==> src/hw/rtl/rcppm_pkg.sv <==
package rcppm_pkg;

  // Item kinds carried in the input tuser
  typedef enum logic [1:0] {
    ACT_TICK  = 2'd0,
    ACT_WRITE = 2'd1,
    ACT_READ  = 2'd2,
    ACT_NOP   = 2'd3
  } action_e;

  // Configuration register indexes
  typedef enum logic [1:0] {
    REG_CHANNEL_COUNT = 2'd0,
    REG_RUN_ENABLE    = 2'd1,
    REG_SYNC_LENGTH   = 2'd2,
    REG_PULSE_WIDTH   = 2'd3
  } reg_index_e;

  localparam int unsigned CountW  = 5;
  localparam int unsigned SyncW   = 13;
  localparam int unsigned PulseW  = 10;
  localparam int unsigned CfgW    = 13;
  localparam int unsigned SlotW   = 12;
  localparam int unsigned TimeW   = 16;
  localparam int unsigned IndexW  = 4;
  localparam int unsigned ValueW  = 16;

  localparam logic [CountW-1:0] CountReset = 5'd8;
  localparam logic [SyncW-1:0]  SyncReset  = 13'd4500;
  localparam logic [PulseW-1:0] PulseReset = 10'd300;
  localparam logic [SlotW-1:0]  SlotResetEven = 12'd1200;
  localparam logic [SlotW-1:0]  SlotResetOdd  = 12'd1500;
  localparam logic [ValueW-1:0] WriteMin      = 16'd800;

  // Settings that shape the timeline
  typedef struct packed {
    logic [CountW-1:0] channel_count;
    logic [SyncW-1:0]  sync_length;
    logic [PulseW-1:0] pulse_width;
  } cfg_t;

  // One result item
  typedef struct packed {
    logic             frame_start;
    logic             write_accepted;
    logic [SlotW-1:0] read_value;
    logic             ppm_level;
  } result_t;

endpackage

==> src/hw/rtl/rcppm_engine.sv <==
module rcppm_engine #(
  parameter int unsigned MAX_CHANNELS = 16,
  parameter int unsigned SLOT_MAX     = 2200
) (
  input  logic                                 clk_i,
  input  logic                                 rst_ni,
  input  logic                                 item_en_i,
  input  rcppm_pkg::action_e                   action_i,
  input  logic [rcppm_pkg::IndexW-1:0]         channel_index_i,
  input  logic [rcppm_pkg::ValueW-1:0]         value_i,
  input  rcppm_pkg::cfg_t                      cfg_i,
  input  logic                                 run_i,
  input  logic                                 start_i,
  output rcppm_pkg::result_t                   result_o
);

  localparam int unsigned AddrW  = (MAX_CHANNELS > 1) ? $clog2(MAX_CHANNELS) : 1;
  localparam int unsigned FrameW = 18;

  // Slot store and timeline state
  logic [rcppm_pkg::SlotW-1:0] store_q [MAX_CHANNELS];
  logic [rcppm_pkg::TimeW-1:0] tick_q, tick_d;
  logic [rcppm_pkg::TimeW-1:0] slot_len_q, slot_len_d;
  logic [rcppm_pkg::TimeW-1:0] used_q, used_d;
  logic [rcppm_pkg::CountW-1:0] next_ch_q, next_ch_d;
  logic                         pulse_on_q, pulse_on_d;
  logic                         in_sync_q, in_sync_d;

  logic [5:0]                   active;
  logic [rcppm_pkg::CountW-1:0] ch_base;
  logic [rcppm_pkg::TimeW-1:0]  used_base;
  logic                         chan_slot;
  logic [rcppm_pkg::TimeW:0]    tick_inc;
  logic                         slot_done;
  logic [31:0]                  ci_ext, ch_ext;
  logic [AddrW-1:0]             rd_addr, wr_addr;
  logic [rcppm_pkg::SlotW-1:0]  rd_data;
  logic [FrameW-1:0]            frame_full;
  logic [rcppm_pkg::TimeW-1:0]  frame_len, sync_slot;
  logic [rcppm_pkg::TimeW-1:0]  chan_len;
  logic                         do_tick, do_write, idx_in_store;

  // Effective channel count and slot bookkeeping
  assign active    = ({1'b0, cfg_i.channel_count} < 6'(MAX_CHANNELS))
                   ? {1'b0, cfg_i.channel_count} : 6'(MAX_CHANNELS);
  assign ch_base   = in_sync_q ? '0 : next_ch_q;
  assign used_base = in_sync_q ? '0 : used_q;
  assign chan_slot = {1'b0, ch_base} < active;
  assign tick_inc  = {1'b0, tick_q} + 17'd1;
  assign slot_done = tick_inc >= {1'b0, slot_len_q};

  // One read port: the read item or the next channel slot
  assign ci_ext  = 32'(channel_index_i);
  assign ch_ext  = 32'(ch_base);
  assign wr_addr = ci_ext[AddrW-1:0];
  assign rd_addr = (action_i == rcppm_pkg::ACT_READ) ? ci_ext[AddrW-1:0] : ch_ext[AddrW-1:0];
  assign rd_data = store_q[rd_addr];
  assign chan_len = (rd_data == '0) ? 16'd1 : {4'b0, rd_data};

  // Sync slot pads the frame to its budget
  assign frame_full = 18'(SLOT_MAX) * {12'b0, active} + {5'b0, cfg_i.sync_length};
  assign frame_len  = (frame_full > 18'h0FFFF) ? 16'hFFFF : frame_full[15:0];
  assign sync_slot  = (frame_len > used_base) ? (frame_len - used_base) : 16'd1;

  assign do_tick      = item_en_i && (action_i == rcppm_pkg::ACT_TICK) && run_i;
  assign idx_in_store = {2'b0, channel_index_i} < 6'(MAX_CHANNELS);
  assign do_write     = item_en_i && (action_i == rcppm_pkg::ACT_WRITE) && idx_in_store
                     && (value_i > rcppm_pkg::WriteMin) && (value_i < 16'(SLOT_MAX));

  // Advance the timeline
  always_comb begin
    tick_d     = tick_q;
    slot_len_d = slot_len_q;
    used_d     = used_q;
    next_ch_d  = next_ch_q;
    pulse_on_d = pulse_on_q;
    in_sync_d  = in_sync_q;
    if (start_i) begin
      tick_d     = '0;
      slot_len_d = (cfg_i.sync_length == '0) ? 16'd1 : {3'b0, cfg_i.sync_length};
      used_d     = '0;
      next_ch_d  = '0;
      pulse_on_d = 1'b0;
      in_sync_d  = 1'b1;
    end else if (do_tick) begin
      if (slot_done) begin
        tick_d     = '0;
        pulse_on_d = 1'b1;
        if (chan_slot) begin
          slot_len_d = chan_len;
          used_d     = used_base + {4'b0, rd_data};
          next_ch_d  = ch_base + 5'd1;
          in_sync_d  = 1'b0;
        end else begin
          slot_len_d = sync_slot;
          used_d     = used_base;
          next_ch_d  = ch_base;
          in_sync_d  = 1'b1;
        end
      end else begin
        tick_d = tick_inc[15:0];
      end
    end
  end

  always_ff @(posedge clk_i or negedge rst_ni) begin
    if (!rst_ni) begin
      tick_q     <= '0;
      slot_len_q <= '0;
      used_q     <= '0;
      next_ch_q  <= '0;
      pulse_on_q <= 1'b0;
      in_sync_q  <= 1'b1;
    end else begin
      tick_q     <= tick_d;
      slot_len_q <= slot_len_d;
      used_q     <= used_d;
      next_ch_q  <= next_ch_d;
      pulse_on_q <= pulse_on_d;
      in_sync_q  <= in_sync_d;
    end
  end

  // Store a slot length that passed the range check
  always_ff @(posedge clk_i or negedge rst_ni) begin
    if (!rst_ni) begin
      for (int i = 0; i < MAX_CHANNELS; i++) begin
        store_q[i] <= (i % 2 == 1) ? rcppm_pkg::SlotResetOdd : rcppm_pkg::SlotResetEven;
      end
    end else if (do_write) begin
      store_q[wr_addr] <= value_i[rcppm_pkg::SlotW-1:0];
    end
  end

  // Result of the current item
  always_comb begin
    result_o.ppm_level      = !(run_i && pulse_on_q && (tick_q < {6'b0, cfg_i.pulse_width}));
    result_o.write_accepted = do_write;
    result_o.read_value     = ((action_i == rcppm_pkg::ACT_READ) && ({2'b0, channel_index_i} < active))
                            ? rd_data : '0;
    result_o.frame_start    = (action_i == rcppm_pkg::ACT_TICK) && run_i && (tick_q == '0)
                            && pulse_on_q && !in_sync_q && (next_ch_q == 5'd1);
  end

  // While running, a slot always has length and the tick stays inside it
  a_slot_len_nonzero : assert property (@(posedge clk_i) disable iff (!rst_ni)
    run_i |-> (slot_len_q != '0))
    else $error("running with an empty slot");

  a_tick_in_slot : assert property (@(posedge clk_i) disable iff (!rst_ni)
    run_i |-> (tick_q < slot_len_q))
    else $error("tick ran past the slot end");

  a_write_stored : assert property (@(posedge clk_i) disable iff (!rst_ni)
    do_write |=> (store_q[$past(wr_addr)] == $past(value_i[rcppm_pkg::SlotW-1:0])))
    else $error("accepted write not stored");

endmodule

==> src/hw/rtl/rc_ppm_frame_generator.sv <==
// RC PPM frame generator.
// Input stream: one transfer per item. tuser carries the action (tick, write
// slot, read slot, no operation); tdata carries the channel index and value.
// Each tick advances the pulse timeline by one timebase unit; writes and
// reads touch the 16-entry slot store without moving time.
// Output stream: one transfer per input item with the pin level, read value,
// write flag and frame-start flag.
// The result sits in the output register the cycle after its input transfer.
// Throughput is one item per cycle while the receiver does not stall, as the
// timeline update between the input and the output register is combinational.
// A new item is taken while a result waits, as long as the output register
// is free or being drained in the same cycle; a stalled receiver holds the
// result and stops further input after that one.
// Reset loads the slot store (1200 even, 1500 odd), the registers (8 slots,
// stopped, sync 4500, pulse 300) and empties the output register. Writing
// run_enable from 0 to 1 restarts the train with a pulse-free sync period.
// Configuration is written through cfg_we_i/cfg_addr_i/cfg_wdata_i while idle.
module rc_ppm_frame_generator #(
  parameter int unsigned MAX_CHANNELS = 16,
  parameter int unsigned SLOT_MAX     = 2200
) (
  input  logic        clk_i,
  input  logic        rst_ni,
  input  logic        s_axis_tvalid_i,
  output logic        s_axis_tready_o,
  input  logic [23:0] s_axis_tdata_i,  // channel_index[3:0], value[19:4], zero fill
  input  logic [1:0]  s_axis_tuser_i,  // action[1:0]
  output logic        m_axis_tvalid_o,
  input  logic        m_axis_tready_i,
  output logic [15:0] m_axis_tdata_o,  // ppm_level[0], read_value[12:1],
                                       // write_accepted[13], frame_start[14], zero
  input  logic        cfg_we_i,
  input  logic [1:0]  cfg_addr_i,
  input  logic [12:0] cfg_wdata_i
);

  logic [rcppm_pkg::CountW-1:0]     count_q;
  logic                             run_q;
  logic [rcppm_pkg::SyncW-1:0]      sync_q;
  logic [rcppm_pkg::PulseW-1:0]     pulse_q;
  logic                             start;
  logic                             accept;
  logic                             out_valid_q, out_valid_d;
  rcppm_pkg::result_t               out_q;
  rcppm_pkg::result_t               result;
  rcppm_pkg::cfg_t                  cfg;
  rcppm_pkg::reg_index_e            cfg_idx;

  assign cfg_idx = rcppm_pkg::reg_index_e'(cfg_addr_i);
  assign start   = cfg_we_i && (cfg_idx == rcppm_pkg::REG_RUN_ENABLE) && cfg_wdata_i[0] && !run_q;

  // Hold configuration registers
  always_ff @(posedge clk_i or negedge rst_ni) begin
    if (!rst_ni) begin
      count_q <= rcppm_pkg::CountReset;
      run_q   <= 1'b0;
      sync_q  <= rcppm_pkg::SyncReset;
      pulse_q <= rcppm_pkg::PulseReset;
    end else if (cfg_we_i) begin
      unique case (cfg_idx)
        rcppm_pkg::REG_CHANNEL_COUNT: count_q <= cfg_wdata_i[rcppm_pkg::CountW-1:0];
        rcppm_pkg::REG_RUN_ENABLE:    run_q   <= cfg_wdata_i[0];
        rcppm_pkg::REG_SYNC_LENGTH:   sync_q  <= cfg_wdata_i[rcppm_pkg::SyncW-1:0];
        rcppm_pkg::REG_PULSE_WIDTH:   pulse_q <= cfg_wdata_i[rcppm_pkg::PulseW-1:0];
        default: ;
      endcase
    end
  end

  assign cfg.channel_count = count_q;
  assign cfg.sync_length   = sync_q;
  assign cfg.pulse_width   = pulse_q;

  // Take a transfer whenever the output register is free or draining
  assign s_axis_tready_o = !out_valid_q || m_axis_tready_i;
  assign accept          = s_axis_tvalid_i && s_axis_tready_o;

  rcppm_engine #(
    .MAX_CHANNELS (MAX_CHANNELS),
    .SLOT_MAX     (SLOT_MAX)
  ) u_engine (
    .clk_i           (clk_i),
    .rst_ni          (rst_ni),
    .item_en_i       (accept),
    .action_i        (rcppm_pkg::action_e'(s_axis_tuser_i)),
    .channel_index_i (s_axis_tdata_i[3:0]),
    .value_i         (s_axis_tdata_i[19:4]),
    .cfg_i           (cfg),
    .run_i           (run_q),
    .start_i         (start),
    .result_o        (result)
  );

  // Output register
  assign out_valid_d = accept || (out_valid_q && !m_axis_tready_i);

  always_ff @(posedge clk_i or negedge rst_ni) begin
    if (!rst_ni) begin
      out_valid_q <= 1'b0;
    end else begin
      out_valid_q <= out_valid_d;
    end
  end

  always_ff @(posedge clk_i) begin
    if (accept) begin
      out_q <= result;
    end
  end

  assign m_axis_tvalid_o = out_valid_q;
  assign m_axis_tdata_o  = {1'b0, out_q.frame_start, out_q.write_accepted,
                            out_q.read_value, out_q.ppm_level};

endmodule

==> config.mk <==
export PLATFORM = sky130hd
export DESIGN_NAME = rc_ppm_frame_generator
export DESIGN_NICKNAME = d
export VERILOG_FILES = /design/src/hw/rtl/rcppm_pkg.sv /design/src/hw/rtl/rcppm_engine.sv /design/src/hw/rtl/rc_ppm_frame_generator.sv
export SDC_FILE = /design/constraint.sdc
export NUM_CORES = 1
export LEC_CHECK = 0
export ABC_AREA = 1
export ABC_CLOCK_PERIOD_IN_PS = 6350
export BUFFER_PORTS_ARGS = -buffer_cell sky130_fd_sc_hd__buf_2
export CAP_MARGIN = 15
export CORE_UTILIZATION = 63
export DETAILED_ROUTE_END_ITERATION = 6
export MAX_ROUTING_LAYER = met4
export PLACE_DENSITY_LB_ADDON = 0.12
export SETUP_SLACK_MARGIN = 0.2
export SLEW_MARGIN = 20
export SYNTH_ARGS = -nofsm -noshare
export SYNTH_HDL_FRONTEND = slang
export SYNTH_SLANG_ARGS = --single-unit
==> constraint.sdc <==
create_clock -name clk_i -period 6.35 [get_ports clk_i]
set_input_delay 0 -clock clk_i [delete_from_list [all_inputs] [get_ports clk_i]]
set_output_delay 0 -clock clk_i [all_outputs]
set_load 0.01 [all_outputs]
==> metrics <==
outcome complete, no violations; Max clock buf depth 3; Slew Limit Fails 0; Worst R2R Start count_q[3]; fillers 2339; Worst IR Drop VDD 389 µV; WP data required between 6 and 7 ns; crit path max fanout 9; Worst path slowest cell dfstp_2; Lkg Pwr around 9.8 nW; synth unique cells a little over 50; Initial DRC Count between 1500 and 2000; CTS Buf Count 31; Final Setup Violations 0; gr usage total between 30 and 40%; DR pass1 iterations 6; initial antenna violation count 0; cell area after synthesis 18000 µm²; FP Rows between 60 and 70; register area 7510 µm²; fin cells ~2900; power per cell area between 400 and 500 nW/µm²; Port Buffer Count 58; htree depth 1; vias in the first global route ~16000; Ports 64; Routed WL per cell 18.5 µm; synthesized net count around 2600; Post-route DRC 0; share of cells above drive strength 1 between 10% and 20%; Most common cell on crit path inv_1; post-route ant nets 0; CP Capture Point u_engine.slot_len_q[4]; Hold Crit Class input pin to flip-flop; FFs w/ async S/R, synth 94.9%; total grt overflow 0; Clock Skew 0.0130 ns; Worst R2R Path Depth 35; worst-margin pin slew around 1 ns; number of diodes 0; Setup crit start kind flip-flop; FF-to-FF End u_engine.slot_len_q[4]; synth top area cells dfrtp_1 (25%), nand2_1 (17%), dfstp_2 (14%), nand3_1 (9.7%), inv_1 (6.0%); commonest cells in the netlist nand2_1 (795), nand3_1 (349), inv_1 (286); Worst Setup End Kind flip-flop; final wirelength around 53 mm; fin crit period ~5.5 ns; Die H between 150 and 200 µm; synthesized area per cell approximately 7.3 µm²; Clock Latency Late Sink 0.57 ns; first-pass GRT wire length between 80 and 90 mm; WP data arrival about 6 ns; CP peak stage delay around 0.54 ns; MaxCap Viol Count 0; period utilization 87.0%; largest net degree at the start of global routing 162; Cells after DPL 2782; Multi-input gate area a little under 9000 µm²; EDFF count, synth 15; dpl hpwl roughly 35 mm; Nets 2604; Die Span X 171 µm; Yosys Warn Count 0; RSZ-0062 raised after global routing no; area leader, netlist dfrtp_1; Mapped Cells 2463; Worst-path clk slew approximately 0.060 ns; vias ~17000; area fraction of the dominant cell type after synthesis 24.7%; Primary FF master, synth dfrtp_1; count leader, synth nand2_1; Hold Vio Cnt, Final 0; Core Footprint roughly 28000 µm²; # clock sinks slightly below 300; DR vias/cell 5.79; sequential fraction of the synthesis area 41.6%; Yosys reg bits 292; kind of critical path flip-flop to flip-flop; Max-slew headroom between 30% and 40%; CTS root buf clkbuf_16; Peak Freq around 180 MHz; beginning of the critical path count_q[3]; Syn-to-layout area delta 9.19%; die area just under 30000 µm²; placer's final routability congestion estimate ~0.93; Initial Utilization 64.5%; worst reg2reg setup slack a little over 0.8 ns; Total Neg Setup Slack 0 ns; TritonCTS clock tree yes
==> through the flow <==
step	hold WS [ns]	cell area (µm²)	power [mW]	util, %	worst slack [ns]
finish	0.0628	19700	8.02	70.5	0.823
global route	0.0957	19700	8.56	70.5	0.240
CTS	0.0456	19700	7.93	70.5	0.783
detailed placement	0.149	18300	6.08	65.6	0.833
global placement	0.155	18300	6.02	65.6	0.801
floorplan	-0.296	18000	5.06	-	1.43
==> critical path: cells and delay by family (launching register included) <==
kind / cells / cell delay, ns
fa+ha+maj: 5 / 1.56
simple gates: 12 / 1.21
compound gates: 8 / 1.12
buf+inv: 8 / 0.67
flops: 1 / 0.54
xor+xnor: 2 / 0.33
==> cell type report <==
cell class              instances  share of cell area (%)
flip-flops and latches        292                    38.1
inverters                     294                    5.62
multi-input cells            1735                    44.4
repair buffers                117                    4.33
clock buffers                  39                    4.25
well taps                     378                    2.40
clock inverters                18                   0.864
==> flip-flops by register name, indices dropped and copies added (netlist names), 5 cells and up <==
name and count:
m_axis_tdata_o 15, count_q 5, u_engine.used_q 16, sync_q 13, u_engine.slot_len_q 16, u_engine.store_q 192, u_engine.next_ch_q 5, u_engine.tick_q 16
pulse_q 10
==> cell usage in the layout (no fill, tap or decap), types with 3 or more instances in the layout <==
master	Yosys	routed
o21ai_1	8	7
o21bai_1	3	3
bufinv_16	0	3
nand4_1	14	14
o22ai_1	13	13
clkbuf_1	60	5
dfrtp_1	178	178
nand2_1	795	795
nand2_4	4	4
xor2_1	36	36
dfstp_2	99	99
xnor2_1	17	17
inv_1	286	286
clkbuf_16	0	31
edfxtp_1	15	15
fa_1	3	3
clkinv_2	0	5
inv_2	7	7
a211oi_1	3	3
nand3_1	349	349
nand2_2	4	4
o21ai_0	130	129
o211ai_1	12	12
or2_2	4	4
dlygate4sd3_1	0	34
o31ai_1	3	3
nor2_2	5	5
nor3_1	13	13
buf_2	58	57
clkinv_1	0	6
a21boi_0	3	3
nor4_1	10	10
a21oi_1	74	73
ha_1	84	84
buf_4	15	23
nand3b_1	14	14
clkbuf_8	0	3
nor2_1	115	115
==> logic make-up after synthesis <==
family | synth area share (%)
AOI/OAI and AO/OA | 8.11
xor gates and xnor gates | 2.57
adders and majority gates | 6.16
buffers and inverters | 10.1
DFF | 41.6
other | 0.0208
and+or+nand+nor | 31.4
==> worst min-delay path by stage <==
stage / start / endpoint / cells past startpoint
global route: s_axis_tuser_i[1] / m_axis_tdata_o[14] / 4
floorplan: rst_ni / count_q[0] / 0
detailed placement: rst_ni / u_engine.store_q[111] / 1
CTS: s_axis_tuser_i[1] / m_axis_tdata_o[14] / 4
finish: s_axis_tuser_i[1] / m_axis_tdata_o[14] / 4
global placement: rst_ni / u_engine.store_q[114] / 1
==> what timing repair did <==
| action | CTS | global route |
|---|---|---|
| resized for setup | 0 | 1 |
| endpoints found under the setup margin | 0 | 4 |
| hold buffers | 34 | 0 |
| setup buffers | 0 | 0 |
| hold endpoints to repair | 308 | 0 |
==> routing by layer <==
metal | track usage [%] | up-vias | routed length (µm)
li1 | - | 7887 | -
met1 | 54.9 | 7841 | 23200
met2 | 54.5 | 810 | 22500
met3 | 8.42 | 104 | 5920
met4 | 11.9 | 0 | 1660
met5 | - | - | 0
==> report_power, final <==
part	switching, mW	leakage, nW	internal, mW
Combinational	2.67	5.78	1.28
Sequential	0.168	3.54	2.09
Clock	0.762	0.489	1.05
No activity file was read; power rests on OpenSTA's default activity.
